File: config.mk
export PLATFORM = sky130hd
export DESIGN_NAME = lbf_divider
export DESIGN_NICKNAME = d
export VERILOG_FILES = /design/src/rtl/core/lbf_pkg.sv /design/src/rtl/core/lbf_divider.sv
export SDC_FILE = /design/constraint.sdc
export NUM_CORES = 1
export LEC_CHECK = 0
export ABC_AREA = 0
export BUFFER_PORTS_ARGS = -buffer_cell sky130_fd_sc_hd__buf_2
export CAP_MARGIN = 40
export CORE_MARGIN = 2
export CORE_UTILIZATION = 40
export DETAILED_ROUTE_END_ITERATION = 10
export PLACE_DENSITY = 0.55
export SLEW_MARGIN = 15
export SYNTH_ARGS = -nofsm -noshare
export SYNTH_HDL_FRONTEND = slang
export SYNTH_SLANG_ARGS = --single-unit
File: constraint.sdc
create_clock -name clk -period 11.6 [get_ports clk]
set_input_delay 1.16 -clock clk [delete_from_list [all_inputs] [get_ports clk]]
set_output_delay 1.16 -clock clk [all_outputs]
set_load 0.01 [all_outputs]
File: src/rtl/core/lbf_pkg.sv
// lbf_pkg: shared types and constants of the lookup-table bilateral filter
// used by every module under rtl/core, depends on nothing
`timescale 1ns / 1ps
package lbf_pkg;

  localparam int PIX_W      = 16;
  localparam int CMD_W      = 2;
  localparam int TIDX_W     = 8;
  localparam int TVAL_W     = 16;
  localparam int FW_W       = 11;
  localparam int FH_W       = 16;
  localparam int RAD_W      = 3;
  localparam int CFG_IDX_W  = 2;
  localparam int CFG_DATA_W = 16;
  localparam int IN_DATA_W  = 40;
  localparam int OUT_DATA_W = 16;

  localparam logic [FW_W-1:0]  FW_RESET  = 11'd1024;
  localparam logic [FH_W-1:0]  FH_RESET  = 16'd1024;
  localparam logic [RAD_W-1:0] RAD_RESET = 3'd2;

  typedef enum logic [CMD_W-1:0] {
    CMD_PIXEL   = 2'd0,
    CMD_RANGE   = 2'd1,
    CMD_SPATIAL = 2'd2,
    CMD_DRAIN   = 2'd3
  } cmd_t;

  typedef enum logic [CFG_IDX_W-1:0] {
    REG_WIDTH  = 2'd0,
    REG_HEIGHT = 2'd1,
    REG_RADIUS = 2'd2,
    REG_NONE   = 2'd3
  } reg_idx_t;

  typedef struct packed {
    logic              range_we;
    logic              spatial_we;
    logic [TIDX_W-1:0] idx;
    logic [TVAL_W-1:0] val;
  } tbl_wr_t;

  typedef struct packed {
    logic clear;
    logic tap_valid;
  } acc_ctl_t;

endpackage

File: src/rtl/core/lbf_divider.sv
// lbf_divider: restoring divider, one quotient bit per cycle
// the quotient is known to fit in QW bits; uses lbf_pkg
`timescale 1ns / 1ps
module lbf_divider #(
  parameter int QW  = 16,
  parameter int DVW = 24,
  parameter int DDW = 40
) (
  input  logic           clk,
  input  logic           rst_n,
  input  logic           start,
  input  logic [DDW-1:0] dividend,
  input  logic [DVW-1:0] divisor,
  output logic           done,
  output logic [QW-1:0]  quotient
);
  import lbf_pkg::*;

  localparam int CNTW = $clog2(QW + 1);

  logic [DDW-1:0]  rem_r;
  logic [DDW-1:0]  dsh_r;
  logic [QW-1:0]   q_r;
  logic [CNTW-1:0] cnt_r;
  logic            run_r;
  logic            done_r;
  logic            fits;

  assign fits = (rem_r >= dsh_r);

  always_ff @(posedge clk) begin
    if (!rst_n) begin
      run_r  <= 1'b0;
      done_r <= 1'b0;
      cnt_r  <= '0;
    end else begin
      done_r <= 1'b0;
      if (start) begin
        run_r <= 1'b1;
        cnt_r <= CNTW'(QW);
      end else if (run_r) begin
        cnt_r <= cnt_r - CNTW'(1);
        if (cnt_r == CNTW'(1)) begin
          run_r  <= 1'b0;
          done_r <= 1'b1;
        end
      end
    end
  end

  always_ff @(posedge clk) begin
    if (start) begin
      rem_r <= dividend;
      dsh_r <= DDW'(divisor) << (QW - 1);
      q_r   <= '0;
    end else if (run_r) begin
      if (fits) begin
        rem_r <= rem_r - dsh_r;
      end
      dsh_r <= dsh_r >> 1;
      q_r   <= {q_r[QW-2:0], fits};
    end
  end

  assign done     = done_r;
  assign quotient = q_r;

endmodule

Yosys cells after proc, flatten, opt, wreduce, memory -nomap -nowiden --
Index checks and enable logic that the tools add are counted.
Operators by class: shift-type cells 0, div/mod/pow operators 0, add/subtract/negate cells 2, $mul 0, bitwise operators 2, equal/unequal tests 1, magnitude comparators 1, reductions and logical operators 5, multiplexer cells 11
Operators with widths (number):
- 40-bit two-way mux | 3
- 39-bit two-way mux | 2
- 40-bit by 39-bit greater-or-equal comparator with 1-bit output | 1
- 40-bit by 39-bit subtractor with 40-bit output | 1
- 5-bit two-way mux | 2
- 5-bit by 1-bit == test with 1-bit output (second input constant) | 1
- 5-bit by 1-bit subtractor with 5-bit output (second input constant) | 1
- 1-bit two-way mux | 4
- 2-bit nonzero test | 2
- 3-bit OR reduction | 1
- 1-bit NOT | 2
- 2-bit AND reduction | 1
- 2-bit OR reduction | 1
Word-level totals: register bits after elaboration 102, memory bits (writable) 0, memories 0, logic and storage cells 30, output and inout port bits 17, memory bits (read-only) 0, input bits 67, latch bits 0

Logic depth before layout (Yosys ltp) --
Gate-level depths: netlist of the first run.
depth in word-level cells 4, mapped depth 12, mapped depth without buffers 12

Worst setup path after synthesis of the first run --
Ideal clock, no wire load.
kind input port to flip-flop, start point input port start, end point register rem_r[0], enable pin, stages 5, required time 11.187 ns, setup time 0.413 ns, path buffers 1, data arrival time 3.525 ns, setup slack 7.662 ns, cell sequence clkbuf_1 inv_1 nand2_1 o31ai_1 a41oi_2
Between the ends: longest elaborated chain between the ends 2, elaborated cells on any way between the ends 3, those cells by class reduce/logical (3)
RTL lines:
- start: declaration | line lbf_divider.sv:11 | input logic start,
- 2-bit nonzero test (no line)
- 2-bit AND reduction (no line) (*)
- end signal: assignment | line lbf_divider.sv:53 | rem_r <= dividend;
- end signal: assignment | line lbf_divider.sv:58 | rem_r <= rem_r - dsh_r;
- end: declaration | line lbf_divider.sv:21 | logic [DDW-1:0] rem_r;
Mark *: on every way between the ends. The rest lies on a longest branch, timed or not. A chain may end at the register's enable or synchronous reset.

Worst setup path after layout of the first run --
start point register rem_r[17], end point register rem_r[12], enable pin
Between the ends: longest elaborated chain between the ends 3
RTL lines:
- 40-bit by 39-bit greater-or-equal comparator with 1-bit output | line lbf_divider.sv:29 | assign fits = (rem_r >= dsh_r);
- 2-bit nonzero test (no line)
- 2-bit AND reduction (no line)
No other way between the ends.

==> results of run 1 <==
## routing by layer
metal | vias up | track usage, % | wire [um]
li1 | 2627 | - | -
met2 | 97 | 32.43 | 7408
met4 | 0 | 4.881 | 223
met5 | - | 0 | 0
met1 | 2441 | 25.40 | 7356
met3 | 18 | 4.235 | 607
## Yosys cell counts, drive strengths merged, types with 26 or more instances
master   n  area, um^2
edfxtp  64        1922
a21oi   42       210.2
o21ai   54       270.3
xnor2   27       236.5
dfxtp   38       760.7
ha      41       513.0
o31ai   26       195.2
mux2i   31       310.3
nor2    52       195.2
inv     55       206.5
nand2   93       349.1
clkbuf  26       97.59
## worst min-delay path: cells and delay by family (launching register included)
| family | cells | cell delay (ps) |
|---|---|---|
| AND/OR/NAND/NOR | 1 | 90 |
| AO/OA/AOI/OAI | 1 | 50 |
| flip-flops | 1 | 320 |
## worst max path at each step
| stage | endpoint | slack, ps | cells after the start |
|---|---|---|---|
| after detailed placement | rem_r[10] | 7540 | 6 |
| after global placement | rem_r[9] | 7530 | 5 |
| final | rem_r[12] | 7610 | 10 |
| after CTS | rem_r[10] | 7570 | 11 |
| after global routing | rem_r[12] | 7370 | 11 |
| after floorplan | rem_r[0] | 7660 | 5 |
## state kept, by name (all words and copies together), names as in the netlist
register and count:
cnt_r 5, dsh_r 39, run_r 1, done 1, rem_r 40, quotient 16
## cell families after synthesis
kind of cell | after synthesis | share of synthesized area [%]
and+or+nand+nor | 209 | 14.75
adders and majority gates | 42 | 8.335
muxes | 35 | 5.557
xor gates and xnor gates | 39 | 5.341
AOI/OAI and AO/OA | 181 | 18.37
DFF | 102 | 41.95
buffers and inverters | 96 | 5.694
## report_power, final
group | leakage (nW) | switching, mW | internal [mW]
Sequential | 0.958 | 0.0317 | 0.504
Clock | 0.158 | 0.155 | 0.175
Combinational | 1.92 | 0.563 | 0.375
## area by class of cell
class | instances | area, um^2
flip-flops and latches | 102 | 2684
well taps | 216 | 270.3
clock buffers | 9 | 225.2
fillers | 1574 | 8419
inverters | 57 | 214.0
multi-input cells | 506 | 3359
clock inverters | 7 | 95.09
repair buffers | 89 | 503.0
## metrics by stage
| step | total power [mW] | hold WS [ps] |
|---|---|---|
| floorplan | 1.254 | 464.7 |
| global placement | 1.462 | 475.7 |
| detailed placement | 1.472 | 482.9 |
| CTS | 1.813 | 510.7 |
| global route | 1.954 | 550.5 |
| finish | 1.804 | 503.2 |
==> reports/results.ini, run 1 <==
[drt]
ant_nets = 0
vias_per_cell = 5.257
via_count = 5183
drc = 0
drt_first_pass_iters = 4
wire_per_inst_um = 15.82
totalWireLength_mm = 15.60
drtIter0Drc = 299

[synth]
synth-edff-count = 64
yosysWarnings = 0
ys.flop_type = edfxtp_1
ys_ff_latch = 102
synth.distinct_cells = 55
synthCells = 704
synth_nets = 813
syn_area_per_cell_um2 = 9.084
synth_area_mm2 = 0.006395
synthArstFlopShare_pct = 0
yosysSeqAreaShare_pct = 41.95

[min_path]
holdPathStages = 2
hold_class = reg -> reg
hold_end = cnt_r[1]
min_from = cnt_r[1]

[grt]
track_usage_pct = 19.28
grt_pass1_wl_mm = 25.80
antenna_found_initial = 0
overflow = 0
grt_start_max_net_pins = 71
grt_pass1_vias = 5182

[sta]
setup_viol = 0
rsz0062_at_grt = false
tns_ps = 0
maxSlewHeadroom_pct = 47.08
final-hold-violation-count = 0
min_period_ps = 3989
period_share_pct = 34.39
slew_viol_final = 0
max_freq_mhz = 250.7
setup_ws_ps = 7611
fin_skew_ps = 5.596
worst_pin_slew_ps = 791.2

[worst_setup_path]
critPathMaxFanout = 23
startpoint = rem_r[17]
slowest_stage = a41oi_4
reg2reg_slack_ps = 7610
crit_path_cell_trace = ha_1 -> nand4_1 -> nor3_1 -> clkinv_1 -> o221ai_4 -> a21boi_2 -> o31a_1 -> or3_1 -> a41oi_4 -> buf_4
worstSetupEndpointType = flop
r2r-end = rem_r[12]
critPathKind = reg -> reg
rr_worst_depth = 10
arrival_ps = 4020
path_buf_inv = 2
r2r-start = rem_r[17]
crit_family = compound AO/OA/AOI/OAI gates
cpPeakStageDelay_ps = 710
critical_path_required_ps = 11630
cp-start-kind = flop

[floorplan]
fp.dieH_um = 130.4
core-area_mm2 = 0.01577
floorplan.initialDensity_pct = 40.55
dieArea_mm2 = 0.01701
io_pins = 84
dieWidth_um = 130.4
rows = 46

[cts]
cts_buffers = 9
post_cts_buffers = 0
ctsResizeCount = 0
clkTransAtPathRegs_ps = 70
postCtsHoldBufs = 0
cts_sinks = 102
worstSkewPairLatency_ps = 360
cts-root-buf = clkbuf_16
clk_path_buf_depth = 2
cts_htree_levels = 3
cts_tree = yes

[layout]
antenna_cells = 0
num-nets-final = 874
post-route-util_pct = 46.61
syn2layout_area_growth_pct = 14.95
drive_gt1_share_pct = 15.45
layout_commonest_cell = nand2_1
layout_common_cells = nand2_1, buf_2, edfxtp_1, inv_1, nor2_1
final_cells = 986
fin_area_mm2 = 0.007351

[pwr]
peakVddDrop_mv = 0.1194
power_leakage_nw = 3.033
p_per_area_mw_per_mm2 = 245.4

[placed_design]
place_hpwl_mm = 11.53
gp_congestion = 0.9067
postPlaceCellArea_mm2 = 0.007030
portBuffers = 83
dp_slack_ps = 7543
dp.cells = 970

[run_status]
outcome = finished, final reports clean

[run]
drv_cap = 0

Note: power is estimated with default switching activity, not from simulation.
==> run 2: changes to the inputs <==
--- a/config.mk
+++ b/config.mk
@@ -11,7 +11,7 @@
 export CORE_MARGIN = 2
 export CORE_UTILIZATION = 40
 export DETAILED_ROUTE_END_ITERATION = 10
-export PLACE_DENSITY = 0.55
+export PLACE_DENSITY = 0.57
 export SLEW_MARGIN = 15
 export SYNTH_ARGS = -nofsm -noshare
 export SYNTH_HDL_FRONTEND = slang
==> constraint.sdc (replaced) <==
create_clock -name clk -period 3.3 [get_ports clk]
set_input_delay 0.33 -clock clk [delete_from_list [all_inputs] [get_ports clk]]
set_output_delay 0.33 -clock clk [all_outputs]
set_load 0.01 [all_outputs]
==> reports/results.ini, run 2 (same netlist as run 1, synthesis figures left out) <==
[drt]
via_count = 5269
drt_first_pass_iters = 5
drtIter0Drc = 288
totalWireLength_mm = 15.56
ant_nets = 0
wire_per_inst_um = 15.45
vias_per_cell = 5.232
drc = 0

[sta]
slew_viol_final = 0
maxSlewHeadroom_pct = 60.67
period_share_pct = 96.64
fin_skew_ps = 12.44
setup_viol = 0
worst_pin_slew_ps = 590.0
rsz0062_at_grt = true
max_freq_mhz = 313.6
final-hold-violation-count = 0
min_period_ps = 3189

[placed_design]
gp_congestion = 0.9078
dp.cells = 980
postPlaceCellArea_mm2 = 0.007152
place_hpwl_mm = 11.40
portBuffers = 83

[layout]
fin_area_mm2 = 0.007614
largest_reg_flops = 40
post-route-util_pct = 48.28
syn2layout_area_growth_pct = 19.06
layout_commonest_cell = nand2_1
layout_common_cells = nand2_1, buf_2, edfxtp_1, inv_1, nor2_1
final_cells = 1007
antenna_cells = 0
drive_gt1_share_pct = 19.34
regMostFlops = rem_r
num-nets-final = 895
nFillCells = 1567

[cts]
clk_path_buf_depth = 2
worstSkewPairLatency_ps = 370
cts_sinks = 102
cts_tree = yes
cts_buffers = 9
cts_htree_levels = 3
cts-root-buf = clkbuf_16
postCtsHoldBufs = 0
clkTransAtPathRegs_ps = 80

[worst_setup_path]
path_buf_inv = 2
arrival_ps = 3260
slowest_stage = edfxtp_1
crit_top_cell = buf_12
r2r-start = rem_r[10]
crit_family = compound AO/OA/AOI/OAI gates
crit_path_cell_trace = ha_4 -> and3_4 -> nand4_4 -> o211a_4 -> o221ai_4 -> a21boi_2 -> o31a_1 -> or3_4 -> a41oi_4 -> buf_12 -> buf_12
critPathKind = reg -> reg
startpoint = rem_r[10]
critPathMaxFanout = 15
cp-start-kind = flop
critical_path_required_ps = 3370
worstSetupEndpointType = flop
cpPeakStageDelay_ps = 430
reg2reg_slack_ps = 110

[pwr]
p_total_mw = 6.625
p_per_area_mw_per_mm2 = 870.1
power_leakage_nw = 3.138
peakVddDrop_mv = 0.3642

[grt]
overflow = 0
antenna_found_initial = 0
grt_pass1_vias = 5130
track_usage_pct = 18.61
grt_pass1_wl_mm = 24.87
grt_start_max_net_pins = 113

[floorplan]
dieArea_mm2 = 0.01701
rows = 46
io_pins = 84
fp.dieH_um = 130.4
core-area_mm2 = 0.01577
floorplan.initialDensity_pct = 40.55
dieWidth_um = 130.4

[min_path]
min_from = rst_n
hold_class = in -> reg

[run_status]
outcome = finished, final reports clean

[run]
drv_cap = 0

-- run 2: cell count changes in the layout (fill, tap and decap cells not counted), sizes merged --
cell and delta:
buf +20, bufinv -1, clkbuf +1, inv +1
-- run 2: cell type report --
cell class	instances	area, um^2	area share (%)
multi-input cells	506	3452	45.34
flip-flops and latches	102	2686	35.28
repair buffers	110	686.9	9.022
well taps	216	270.3	3.550
clock buffers	9	225.2	2.958
inverters	57	214.0	2.810
clock inverters	7	78.83	1.035
-- run 2: layer usage --
metal | GRT usage [%] | routed length [um]
met5 | 0 | 0
met4 | 7.196 | 350
met3 | 3.624 | 620
met2 | 30.98 | 7174
met1 | 24.05 | 7416
-- run 2: worst paths after layout --
path	cells past startpoint	to
max	11	rem_r[21]
min	2	run_r
max reg2reg	11	rem_r[21]
min reg2reg	2	cnt_r[1]
-- run 2: stage by stage --
| step | worst slack, ps | hold slack [ps] | TNS [ps] |
|---|---|---|---|
| after floorplan | -145.9 | 458.2 | -5835 |
| after global placement | 223.8 | 472.2 | 0 |
| after detailed placement | 100.3 | 483.8 | 0 |
| after CTS | 60.00 | 220.3 | 0 |
| after global routing | -35.53 | 244.4 | -905.7 |
| final | 110.7 | 231.1 | 0 |
-- run 2: repair_timing --
item / in CTS / in global routing
gates resized for setup: 0 / 10
endpoints found under the setup margin: 0 / 40
setup buffers: 0 / 9
-- run 2: power by group --
part           switching [mW]  internal (mW)
logic                    2.05           1.60
clock network           0.547          0.548
registers               0.116           1.77
==> run 3: changes to the inputs <==
--- a/config.mk
+++ b/config.mk
@@ -11,7 +11,7 @@
 export CORE_MARGIN = 2
 export CORE_UTILIZATION = 40
 export DETAILED_ROUTE_END_ITERATION = 10
-export PLACE_DENSITY = 0.57
+export PLACE_DENSITY_LB_ADDON = 0.15
 export SLEW_MARGIN = 15
 export SYNTH_ARGS = -nofsm -noshare
 export SYNTH_HDL_FRONTEND = slang
==> reports/results.ini, run 3 (same netlist as run 1, synthesis figures left out) <==
[cts]
clkTransAtPathRegs_ps = 80
cts-root-buf = clkbuf_16
postCtsHoldBufs = 0
cts_htree_levels = 3
cts_tree = yes
worstSkewPairLatency_ps = 360
cts_buffers = 9
clk_path_buf_depth = 2
cts_sinks = 102

[grt]
antenna_found_initial = 0
grt.busiest_layer = met2
grt_start_max_net_pins = 122
use_met1_pct = 23.84
track_usage_pct = 18.56
grt_use_met3_pct = 3.827
use_met2_pct = 31.81
overflow = 0
grt_pass1_vias = 5219
grt_pass1_wl_mm = 24.87

[worst_setup_path]
worstSetupEndpointType = flop
cpPeakStageDelay_ps = 420
slowest_stage = edfxtp_1
crit_top_cell = buf_12
cp-start-kind = flop
critical_path_required_ps = 3370
critPathMaxFanout = 19
critPathKind = reg -> reg
arrival_ps = 3240
crit_path_cell_trace = ha_4 -> and3_4 -> nand4_4 -> o211a_4 -> o221ai_4 -> a21boi_2 -> o31a_1 -> or3_4 -> a41oi_4 -> buf_12 -> buf_12

[drt]
ant_nets = 0
wire_per_inst_um = 15.39
totalWireLength_mm = 15.46
drc = 0
via_count = 5150
drt_first_pass_iters = 4
vias_per_cell = 5.124
drtIter0Drc = 260

[pwr]
p_total_mw = 6.658
p_per_area_mw_per_mm2 = 873.4
peakVddDrop_mv = 0.3549
pwr-share-comb_pct = 54.2
p_sw_share_pct = 40.32
internal-power_mw = 3.973
p_seq_share_pct = 28.4
power_leakage_nw = 3.144
pwr-share-clk_pct = 17.3
switching_power_mw = 2.684

[layout]
largest_reg_flops = 40
layout_common_cells = nand2_1, buf_2, edfxtp_1, inv_1, nor2_1
drive_gt1_share_pct = 18.88
nFillCells = 1599
multi_input_area_mm2 = 0.003450
antenna_cells = 0
num-nets-final = 893
layout_commonest_cell = nand2_1
regMostFlops = rem_r
syn2layout_area_growth_pct = 19.19
seq_area_mm2 = 0.002685
fin_area_mm2 = 0.007622
final_cells = 1005

[floorplan]
io_pins = 84
floorplan.initialDensity_pct = 40.55
dieArea_mm2 = 0.01701
fp.dieH_um = 130.4
core-area_mm2 = 0.01577
rows = 46
dieWidth_um = 130.4

[sta]
slew_viol_final = 0
tns_ps = 0
holdWs_ps = 244.4
final-hold-violation-count = 0
setup_viol = 0
fin_skew_ps = 12.09
period_share_pct = 96.04
max_freq_mhz = 315.5
worst_pin_slew_ps = 597.2
maxSlewHeadroom_pct = 60.19
min_period_ps = 3169

[placed_design]
place_hpwl_mm = 11.32
gp_congestion = 0.9078
dp.cells = 983
postPlaceCellArea_mm2 = 0.007174
portBuffers = 83

[min_path]
hold_class = in -> reg

[run_status]
outcome = finished, final reports clean

[run]
drv_cap = 0

-- run 3: changes by cell type in the layout (fill, tap and decap cells not counted), sizes merged --
cell    before  now
buf        109  107
clkbuf      10   12
inv         61   60
clkinv       3    2
-- run 3: timing repair --
item,4_1_cts,5_1_grt
endpoints found under the setup margin,19,40
gates resized for setup,1,8
gates cloned,0,2
pin swaps,0,5
setup buffers,0,4
-- run 3: cell type report --
| cell class | instances | area share (%) |
|---|---|---|
| multi-input combinational | 506 | 45.26 |
| inverter | 57 | 2.807 |
| clock inverter | 5 | 0.6730 |
| clock buffer | 11 | 3.611 |
| tap | 216 | 3.546 |
| sequential | 102 | 35.23 |
| timing repair buffer | 108 | 8.880 |
-- run 3: final timing paths --
| kind | start | to | slack (ps) | cells after the start |
|---|---|---|---|---|
| max | rem_r[9] | rem_r[3] | 130 | 11 |
| min | divisor[22] | dsh_r[37] | 240 | 3 |
| max reg2reg | rem_r[9] | rem_r[3] | 130 | 11 |
| min reg2reg | cnt_r[1] | cnt_r[1] | 500 | 2 |
-- run 3: routing by layer --
layer	wire, um	vias up
li1	-	2654
met1	7394	2392
met2	7264	90
met3	609	14
met4	194	0
met5	0	-
-- run 3: metrics by stage --
stage               setup slack [ps]  utilization [%]
finish                         130.8            48.33
global route                  -10.20            48.33
CTS                            52.21            47.59
detailed placement             58.29            45.49
global placement               140.2            45.49
floorplan                     -145.9                -
-- run 3: power by group through the flow --
stage | Combinational (mW) | Sequential (mW) | Clock, mW
detailed placement | 3.43 | 1.92 | 0
global route | 4.03 | 1.92 | 1.23
finish | 3.61 | 1.89 | 1.15
floorplan | 2.58 | 1.89 | 0
CTS | 3.46 | 1.89 | 1.18
global placement | 3.40 | 1.91 | 0
-- run 3: worst max-delay path, delay by kind of cell, from the launching register on --
family                   cells  cell delay [ps]
buffers and inverters        2              310
AND/OR/NAND/NOR              3              670
flip-flops                   1              420
adder cells (fa/ha/maj)      1              320
AO/OA/AOI/OAI                5             1150
